$ cat src/rtl/core/gb_glyph_pkg.sv
// Package for the GB2312 text to glyph address block.
// Holds glyph kinds, register indexes, beat widths and font ROM constants.
// No dependencies.
package gb_glyph_pkg;

    typedef enum logic [1:0] {
        KIND_16X16 = 2'd0,
        KIND_8X16  = 2'd1,
        KIND_5X8   = 2'd2
    } glyph_kind_t;

    typedef enum logic [0:0] {
        REG_FONT_MODE   = 1'b0,
        REG_DRAW_STATUS = 1'b1
    } cfg_reg_t;

    localparam int S_TDATA_W   = 24;
    localparam int M_TDATA_W   = 32;
    localparam int M_TUSER_W   = 2;
    localparam int CFG_INDEX_W = 1;
    localparam int CFG_DATA_W  = 1;
    localparam int ADDR_W      = 18;

    localparam logic [7:0] HANZI_LEAD_LO  = 8'hb0;
    localparam logic [7:0] HANZI_LEAD_HI  = 8'hf7;
    localparam logic [7:0] SYMBOL_LEAD_LO = 8'ha1;
    localparam logic [7:0] SYMBOL_LEAD_HI = 8'ha3;
    localparam logic [7:0] TRAIL_LO       = 8'ha1;
    localparam logic [7:0] PRINT_LO       = 8'h20;
    localparam logic [7:0] PRINT_HI       = 8'h7e;

    localparam logic [6:0]  ROW_SIZE     = 7'd94;
    localparam logic [12:0] HANZI_OFFSET = 13'd846;

    localparam logic [ADDR_W-1:0] ASCII_8X16_BASE = 18'h3cf80;
    localparam logic [ADDR_W-1:0] ASCII_5X8_BASE  = 18'h3bfc0;

    localparam logic [7:0] ADV_16X16 = 8'd16;
    localparam logic [7:0] ADV_8X16  = 8'd8;
    localparam logic [7:0] ADV_5X8   = 8'd6;

endpackage

$ cat src/rtl/core/gb2312_text_to_glyph_address.sv
// Top level: GB2312 / ASCII text stream to font ROM glyph draw requests.
// Depends on gb_glyph_pkg.
//
// Any result beat of an accepted byte is registered in the output register.
// One byte per cycle; the output register forwards ready (stalls while full).
// Reset (aresetn low, synchronous): no string active, no pending lead,
// page and column 0, both config registers 0, output empty.
module gb2312_text_to_glyph_address (
    input  logic                                 aclk,
    input  logic                                 aresetn,
    // text_byte[7:0], string_start[8], page[11:9], start_column[19:12], zero pad
    input  logic [gb_glyph_pkg::S_TDATA_W-1:0]   s_tdata,
    input  logic                                 s_tvalid,
    output logic                                 s_tready,
    // font_address[17:0], glyph_page[20:18], glyph_column[28:21],
    // glyph_status[29], zero pad
    output logic [gb_glyph_pkg::M_TDATA_W-1:0]   m_tdata,
    // glyph_kind[1:0]
    output logic [gb_glyph_pkg::M_TUSER_W-1:0]   m_tuser,
    output logic                                 m_tvalid,
    input  logic                                 m_tready,
    input  logic                                 cfg_valid,
    output logic                                 cfg_ready,
    input  logic [gb_glyph_pkg::CFG_INDEX_W-1:0] cfg_index,
    input  logic [gb_glyph_pkg::CFG_DATA_W-1:0]  cfg_data
);

    logic       font_mode_reg, font_mode_next;
    logic       draw_status_reg, draw_status_next;
    logic       active_reg, active_next;
    logic       lead_pending_reg, lead_pending_next;
    logic [7:0] lead_byte_reg, lead_byte_next;
    logic [7:0] column_reg, column_next;
    logic [2:0] page_reg, page_next;

    logic                                m_valid_reg, m_valid_next;
    gb_glyph_pkg::glyph_kind_t           kind_reg, kind_next;
    logic [gb_glyph_pkg::ADDR_W-1:0]     addr_reg, addr_next;
    logic [2:0]                          out_page_reg, out_page_next;
    logic [7:0]                          out_column_reg, out_column_next;
    logic                                out_status_reg, out_status_next;

    logic       s_accept;
    logic [7:0] in_byte;
    logic       in_start;
    logic [2:0] in_page;
    logic [7:0] in_column;

    logic       act;
    logic       lp;
    logic [2:0] pg;
    logic [7:0] col;
    logic       emit;
    logic [7:0] adv;
    logic       printable;
    logic       is_lead;

    logic [6:0]  lead_off;
    logic [6:0]  trail_off;
    logic [12:0] row_base;
    logic [12:0] glyph_index;
    logic [6:0]  ascii_off;

    assign cfg_ready = 1'b1;
    assign s_tready  = !m_valid_reg || m_tready;
    assign s_accept  = s_tvalid && s_tready;

    assign in_byte   = s_tdata[7:0];
    assign in_start  = s_tdata[8];
    assign in_page   = s_tdata[11:9];
    assign in_column = s_tdata[19:12];

    // config writes
    always_comb begin
        font_mode_next   = font_mode_reg;
        draw_status_next = draw_status_reg;
        if (cfg_valid && cfg_ready) begin
            case (cfg_index)
                gb_glyph_pkg::REG_FONT_MODE:   font_mode_next   = cfg_data[0];
                gb_glyph_pkg::REG_DRAW_STATUS: draw_status_next = cfg_data[0];
                default: ;
            endcase
        end
    end

    // address arithmetic
    always_comb begin
        printable = in_byte inside {[gb_glyph_pkg::PRINT_LO : gb_glyph_pkg::PRINT_HI]};
        is_lead   = (in_byte inside
                        {[gb_glyph_pkg::HANZI_LEAD_LO : gb_glyph_pkg::HANZI_LEAD_HI]})
                 || (in_byte inside
                        {[gb_glyph_pkg::SYMBOL_LEAD_LO : gb_glyph_pkg::SYMBOL_LEAD_HI]});
        trail_off = 7'(in_byte - gb_glyph_pkg::TRAIL_LO);
        ascii_off = 7'(in_byte - gb_glyph_pkg::PRINT_LO);
        if (lead_byte_reg inside
                {[gb_glyph_pkg::HANZI_LEAD_LO : gb_glyph_pkg::HANZI_LEAD_HI]}) begin
            lead_off = 7'(lead_byte_reg - gb_glyph_pkg::HANZI_LEAD_LO);
            row_base = ({6'd0, lead_off} * {6'd0, gb_glyph_pkg::ROW_SIZE})
                     + gb_glyph_pkg::HANZI_OFFSET;
        end else begin
            lead_off = 7'(lead_byte_reg - gb_glyph_pkg::SYMBOL_LEAD_LO);
            row_base = {6'd0, lead_off} * {6'd0, gb_glyph_pkg::ROW_SIZE};
        end
        glyph_index = row_base + {6'd0, trail_off};
    end

    // string state and result select
    always_comb begin
        act = in_start || active_reg;
        lp  = in_start ? 1'b0 : lead_pending_reg;
        pg  = in_start ? in_page : page_reg;
        col = in_start ? in_column : column_reg;

        active_next       = active_reg;
        lead_pending_next = lead_pending_reg;
        lead_byte_next    = lead_byte_reg;
        column_next       = column_reg;
        page_next         = page_reg;

        emit      = 1'b0;
        adv       = gb_glyph_pkg::ADV_8X16;
        kind_next = gb_glyph_pkg::KIND_8X16;
        addr_next = gb_glyph_pkg::ASCII_8X16_BASE + {7'd0, ascii_off, 4'd0};

        if (s_accept && act) begin
            active_next       = 1'b1;
            lead_pending_next = lp;
            page_next         = pg;
            column_next       = col;
            if (in_byte == 8'd0) begin
                active_next       = 1'b0;
                lead_pending_next = 1'b0;
            end else if (font_mode_reg) begin
                lead_pending_next = 1'b0;
                if (printable) begin
                    emit      = 1'b1;
                    adv       = gb_glyph_pkg::ADV_5X8;
                    kind_next = gb_glyph_pkg::KIND_5X8;
                    addr_next = gb_glyph_pkg::ASCII_5X8_BASE + {8'd0, ascii_off, 3'd0};
                end
            end else if (lp) begin
                lead_pending_next = 1'b0;
                if (in_byte >= gb_glyph_pkg::TRAIL_LO) begin
                    emit      = 1'b1;
                    adv       = gb_glyph_pkg::ADV_16X16;
                    kind_next = gb_glyph_pkg::KIND_16X16;
                    addr_next = {glyph_index, 5'd0};
                end else if (printable) begin
                    emit = 1'b1;
                end
            end else if (is_lead) begin
                lead_pending_next = 1'b1;
                lead_byte_next    = in_byte;
            end else if (printable) begin
                emit = 1'b1;
            end
            if (emit) begin
                column_next = col + adv;
            end
        end

        out_page_next   = pg;
        out_column_next = col;
        out_status_next = draw_status_reg;

        if (s_accept) begin
            m_valid_next = emit;
        end else if (m_tready) begin
            m_valid_next = 1'b0;
        end else begin
            m_valid_next = m_valid_reg;
        end
    end

    always_ff @(posedge aclk) begin
        if (!aresetn) begin
            font_mode_reg    <= 1'b0;
            draw_status_reg  <= 1'b0;
            active_reg       <= 1'b0;
            lead_pending_reg <= 1'b0;
            lead_byte_reg    <= 8'd0;
            column_reg       <= 8'd0;
            page_reg         <= 3'd0;
            m_valid_reg      <= 1'b0;
        end else begin
            font_mode_reg    <= font_mode_next;
            draw_status_reg  <= draw_status_next;
            active_reg       <= active_next;
            lead_pending_reg <= lead_pending_next;
            lead_byte_reg    <= lead_byte_next;
            column_reg       <= column_next;
            page_reg         <= page_next;
            m_valid_reg      <= m_valid_next;
        end
    end

    // result beat payload
    always_ff @(posedge aclk) begin
        if (s_accept && emit) begin
            kind_reg       <= kind_next;
            addr_reg       <= addr_next;
            out_page_reg   <= out_page_next;
            out_column_reg <= out_column_next;
            out_status_reg <= out_status_next;
        end
    end

    assign m_tvalid = m_valid_reg;
    assign m_tuser  = kind_reg;
    assign m_tdata  = {2'd0, out_status_reg, out_column_reg, out_page_reg, addr_reg};

endmodule
$ cat config.mk
export PLATFORM = sky130hd
export DESIGN_NAME = gb2312_text_to_glyph_address
export DESIGN_NICKNAME = d
export VERILOG_FILES = /design/src/rtl/core/gb_glyph_pkg.sv /design/src/rtl/core/gb2312_text_to_glyph_address.sv
export SDC_FILE = /design/constraint.sdc
export NUM_CORES = 1
export LEC_CHECK = 0
export BUFFER_PORTS_ARGS = -buffer_cell sky130_fd_sc_hd__buf_2
export CORE_UTILIZATION = 60
export DETAILED_ROUTE_END_ITERATION = 10
export PLACE_DENSITY = 0.83
export SETUP_SLACK_MARGIN = 0.2
export SLEW_MARGIN = 15
export SYNTH_ARGS = -nofsm -noshare
export SYNTH_HDL_FRONTEND = slang
export SYNTH_SLANG_ARGS = --single-unit
$ cat constraint.sdc
create_clock -name aclk -period 13.19 [get_ports aclk]
set_clock_uncertainty 0.05 [all_clocks]
set_input_delay 1.319 -clock aclk [delete_from_list [all_inputs] [get_ports aclk]]
set_output_delay 1.319 -clock aclk [all_outputs]
set_load 0.02 [all_outputs]
; ---- After elaboration in Yosys (flattened, before gate mapping)
; Cells that the tools add are included.
[word_totals]
regBits = 56
inputBits = 31
out_inout_bits = 37
elab_cells = 90
[classes]
add_sub_neg = 9
n_mul = 2
magnitude_cmp = 8
n_mux = 36
bitwise_logic = 5
n_reduce_logical = 17
[ops]
columns = cell, n
row1 = $mux 18, 6
row2 = $mux 8, 5
row3 = $sub 7x6->7 const B, 4
row4 = $ge 8x8->1 const B, 3
row5 = $le 8x8->1 const B, 3
row6 = $mul 7x6->12 const B, 2
row7 = $mux 1, 18
row8 = $add 16x11->17 const A, 1
row9 = $add 15x12->16 const A, 1
row10 = $add 13x10->13 const B, 1
row11 = $add 13x7->13, 1
row12 = $mux 13, 1
row13 = $mux 5, 2
row14 = $add 8x8->8, 1
row15 = $ge 8x6->1 const B, 1
row16 = $le 8x7->1 const B, 1
row17 = $logic_not 8->1, 1
row18 = $logic_and 1x1->1, 7
row19 = $not 1->1, 5
row20 = $reduce_and 5->1, 1
row21 = $mux 2, 2
row22 = $mux 4, 1
row23 = $reduce_and 2->1, 2
row24 = $logic_or 1x1->1, 3
row25 = 4 further kinds, 4

; ---- Depth between registers and ports, before layout
[depth]
ltp_word = 10
mapped_depth = 21
depth_no_buf = 21

; ---- Worst setup path before layout
; OpenSTA, ideal clock, no wires.
[synth_timing]
kind = reg-to-reg
startpoint = reg lead_byte_reg[0]
endpoint = reg addr_reg[16] in the netlist's numbering, data pin
arrival_ns = 4.709
t_required_ns = 12.871
path_slack_ns = 8.163
stages_incl_launch_ff = 20
path_buffers = 0
period_less_slack_ns = 5.027
cell_sequence = dfxtp_1 > inv_1 > ha_1 > o21ai_0 > xnor2_1 > inv_1 > fa_1 > inv_1 > ha_1 > fa_1 > inv_1 > fa_1 > a21oi_1 > ha_1 > a21boi_0 > o21a_1 > o21ai_0 > and4b_1 > xnor2_1 > nand2_1
[synth_between]
elab_chain_len = 10
elab_cells_between_ends = 15
classes_between = add/sub (4) / mul (2) / order compare (2) / mux (6) / reduce/logical (1)
[synth_lines]
columns = element, line_no
row1 = "start, declared", gb2312_text_to_glyph_address.sv:32  ; logic [7:0] lead_byte_reg, lead_byte_next;
row2 = "start signal, assigned", gb2312_text_to_glyph_address.sv:190  ; lead_byte_reg <= lead_byte_next;
row3 = $sub 7x6->7, gb2312_text_to_glyph_address.sv:97  ; lead_off = 7'(lead_byte_reg - gb_glyph_pkg::HANZI_LEAD_LO);
row4 = $mul 7x6->12, gb2312_text_to_glyph_address.sv:98  ; row_base = ({6'd0, lead_off} * {6'd0, gb_glyph_pkg::ROW_SIZE})
row5 = $add 13x10->13, gb2312_text_to_glyph_address.sv:99  ; + gb_glyph_pkg::HANZI_OFFSET;
row6 = $mux 13 (*), gb2312_text_to_glyph_address.sv:95  ; if (lead_byte_reg inside
row7 = $add 13x7->13 (*), gb2312_text_to_glyph_address.sv:104  ; glyph_index = row_base + {6'd0, trail_off};
row8 = $mux 18 (*), gb2312_text_to_glyph_address.sv:143  ; if (in_byte >= gb_glyph_pkg::TRAIL_LO) begin
row9 = $mux 18 (*), gb2312_text_to_glyph_address.sv:141  ; end else if (lp) begin
row10 = $mux 18 (*), gb2312_text_to_glyph_address.sv:133  ; end else if (font_mode_reg) begin
row11 = $mux 18 (*), gb2312_text_to_glyph_address.sv:130  ; if (in_byte == 8'd0) begin
row12 = $mux 18 (*), gb2312_text_to_glyph_address.sv:125  ; if (s_accept && act) begin
row13 = "end signal, assigned", gb2312_text_to_glyph_address.sv:201  ; addr_reg <= addr_next;
row14 = "end, declared", gb2312_text_to_glyph_address.sv:38  ; logic [gb_glyph_pkg::ADDR_W-1:0] addr_reg, addr_next;
; Mark *: on every way between the ends. The rest lies on a longest branch, timed or not.
; A chain may end at the register's enable or synchronous reset.

; ---- Worst setup path in the final report
[layout_timing]
startpoint = reg lead_byte_reg[0]
endpoint = reg addr_reg[17] in the netlist's numbering, data pin
; The elaborated chain is that of the path after synthesis.

==> impl_results.md <==
* Yosys Warn Count at 0
* CTS tree: yes
* Setup TNS at 0 ps
* Insertion delay to the later sink of the worst-skew pair at 310 ps
* Syn Inst Count at 609
* Initial antenna violation count at 1
* Post-cts gate resize count at 0
* GR Util All Layers at 0.2527
* Via count at 4448
* Max clock buf depth at 2
* Top-area cell type share of the netlist area at 0.1662
* Pleak at approximately 2.8 nW
* Number of max-cap violations at 0
* Setup violators final at 0
* Commonest non-fill, non-tap cells in the layout: inv_1 (87), ha_1 (74), buf_2 (57)
* Sequential fraction of the synthesis area at 0.2425
* GRT overflow at 0
* CP Max Fanout at 10
* Critical Path End Type: flip-flop
* Most used DFF post-synth: edfxtp_1
* Footprint of the multi-input gates at 0.003785 mm^2
* Die area at 0.009676 mm^2
* Clock sink total at 53
* # IOs at 68
* Post-synth EDFFs at 29
* Row count at 34
* Final critical-path share of the clock period at 0.4392
* Synth area leader: ha_1
* CP Launch Type: flip-flop
* Die W at 98.37 um
* Nets at 791
* Post-route cell area at 0.006003 mm^2
* Worst hold margin at 398.6 ps
* Post-Place Cell Area at 0.005917 mm^2
* DP Wirelength at 9354 um
* Core region area at just under 0.009 mm^2
* Final WS setup at between 7000 and 8000 ps
* Ys async rst share at 0
* Yosys cell types at 67
* Vias per cell at 5.792
* Syn Area/Cell at 9.149 um^2
* Placer Congestion at ~0.93
* Status: finished, violations left
* Commonest non-fill, non-tap cell in the layout: inv_1
* CTS Root Buffer Type: clkbuf_8
* Max reg flops at 15
* Critical Path RT at 13190 ps
* Synthesized flop and latch total at 53
* DRC viols at 4
* Tightest Pin Transition at 819.8 ps
* Clock Pin Slew Worst Setup and Hold Paths at 100 ps
* Area delta synth->final at 7.748%
* Starting Density at 0.6297
* Register Area at 0.001351 mm^2
* Class of the worst hold path: reg -> reg
* Fill count at 723
* Vias in the first global route at 4418
* First-pass GRT wire length at 19800 um
* Peak supply drop at 0.0001393 V
* Period minus WS final at 5793 ps
* Synth area leaders: ha_1 (17%), edfxtp_1 (16%), fa_1 (9.7%), dfxtp_1 (8.6%), inv_1 (5.9%)
* Final Hold Fails at 0
* P per Cell Area at 161.4 mW/mm^2
* Data arrival time of the critical path at 5790 ps
* Post-Route WL at 11630 um
* Drt initial violations at 187
* Failing checks: design-rule violations
* Post-CTS Hold Buffers at 0
* Layout cells sized above 1 at 0.1379
* CP Class: reg -> reg
* PortBufs at 57
* Largest net degree at the start of global routing at 26
* Place WS at 7476 ps
* Rel. slew slack at 0.4524
* Unrepaired setup endpoints after global routing: false
* ANT cells at 0
* Detailed Routing Iterations Pass 1 at 8
* Post-Syn Area at about 0.0056 mm^2
* WL per Instance at 15.15 um
* Die Y-Extent at 98.37 um
* Max Slew Vio Count at 0
* Max Fclk at 172.6 MHz
* Postcts setup bufs at 0
* Antenna viol nets, final at 0
* H-tree depth at 2
* Num CTS Buffers at 5
-- cell type report --
type,count,area share
inverter,88,0.05502
clock inverter,2,0.002293
sequential,53,0.2251
clock buffer,6,0.01209
tap,108,0.02251
multi-input combinational,450,0.6305
timing repair buffer,61,0.05252
-- worst paths after layout --
path	start	to	slack, ps	cells after the start
setup / recovery	lead_byte_reg[0]	addr_reg[17]	7400	19
hold / removal	draw_status_reg	out_status_reg	400	0
setup reg to reg	lead_byte_reg[0]	addr_reg[17]	7400	19
hold reg to reg	draw_status_reg	out_status_reg	400	0
-- layer usage --
layer | GRT usage | wire length (um)
met5 | 0 | 15
met4 | 0.09300 | 299
met3 | 0.02291 | 443
met2 | 0.4496 | 5737
met1 | 0.3196 | 5138
-- critical path: stages, from the launching register on --
cell,delay [ps]
dfxtp_1,570
inv_1,240
ha_1,360
o21ai_0,270
xnor2_1,290
inv_1,220
fa_1,570
inv_1,40
ha_1,300
fa_1,570
inv_1,60
fa_1,460
nor2b_1,170
o2111ai_1,200
and3b_1,220
o21ai_0,150
o31a_1,270
and4_4,270
a221oi_2,60
nand3b_1,170
-- metrics by stage --
stage / total power, mW / instances / util
2_1_floorplan: 0.7163 / 613 / -
3_3_place_gp: 0.8288 / 760 / 0.6687
3_5_place_dp: 0.8648 / 760 / 0.6687
4_1_cts: 0.9594 / 768 / 0.6785
5_1_grt: 1.052 / 768 / 0.6785
6_report: 0.9691 / 768 / 0.6785
-- where the power goes --
group	leakage (nW)	total [mW]	switching (mW)	internal [mW]
sequential	0.464	0.185	0.00389	0.181
combinational	2.34	0.693	0.397	0.297
clock	0.0456	0.0909	0.0529	0.0379
-- Yosys cell counts, drive strengths merged, types with 3 or more instances --
library cell and count:
a211oi 7, a21boi 11, a21o 7, a21oi 18, a22o 3, a31oi 4, and2 13, and3 5
and4 3, buf 14, clkbuf 8, dfxtp 24, edfxtp 29, fa 27, ha 74, inv 88
mux2 12, mux2i 8, nand2 47, nand2b 5, nand3 12, nand4 3, nor2 26, nor2b 12
nor3 9, o2111ai 3, o211a 4, o211ai 3, o21a 6, o21ai 43, o221ai 3, o22ai 3
or3 3, xnor2 33, xor2 15
-- cell families after synthesis --
group	share of synthesized area
multiplexers	0.03863
AO/OA/AOI/OAI	0.1612
other	0.001348
AND/OR/NAND/NOR	0.1282
buffers and inverters	0.08129
flip-flops	0.2425
adder cells (fa/ha/maj)	0.2632
XOR/XNOR	0.08354
(Power assumes the default switching activity.)
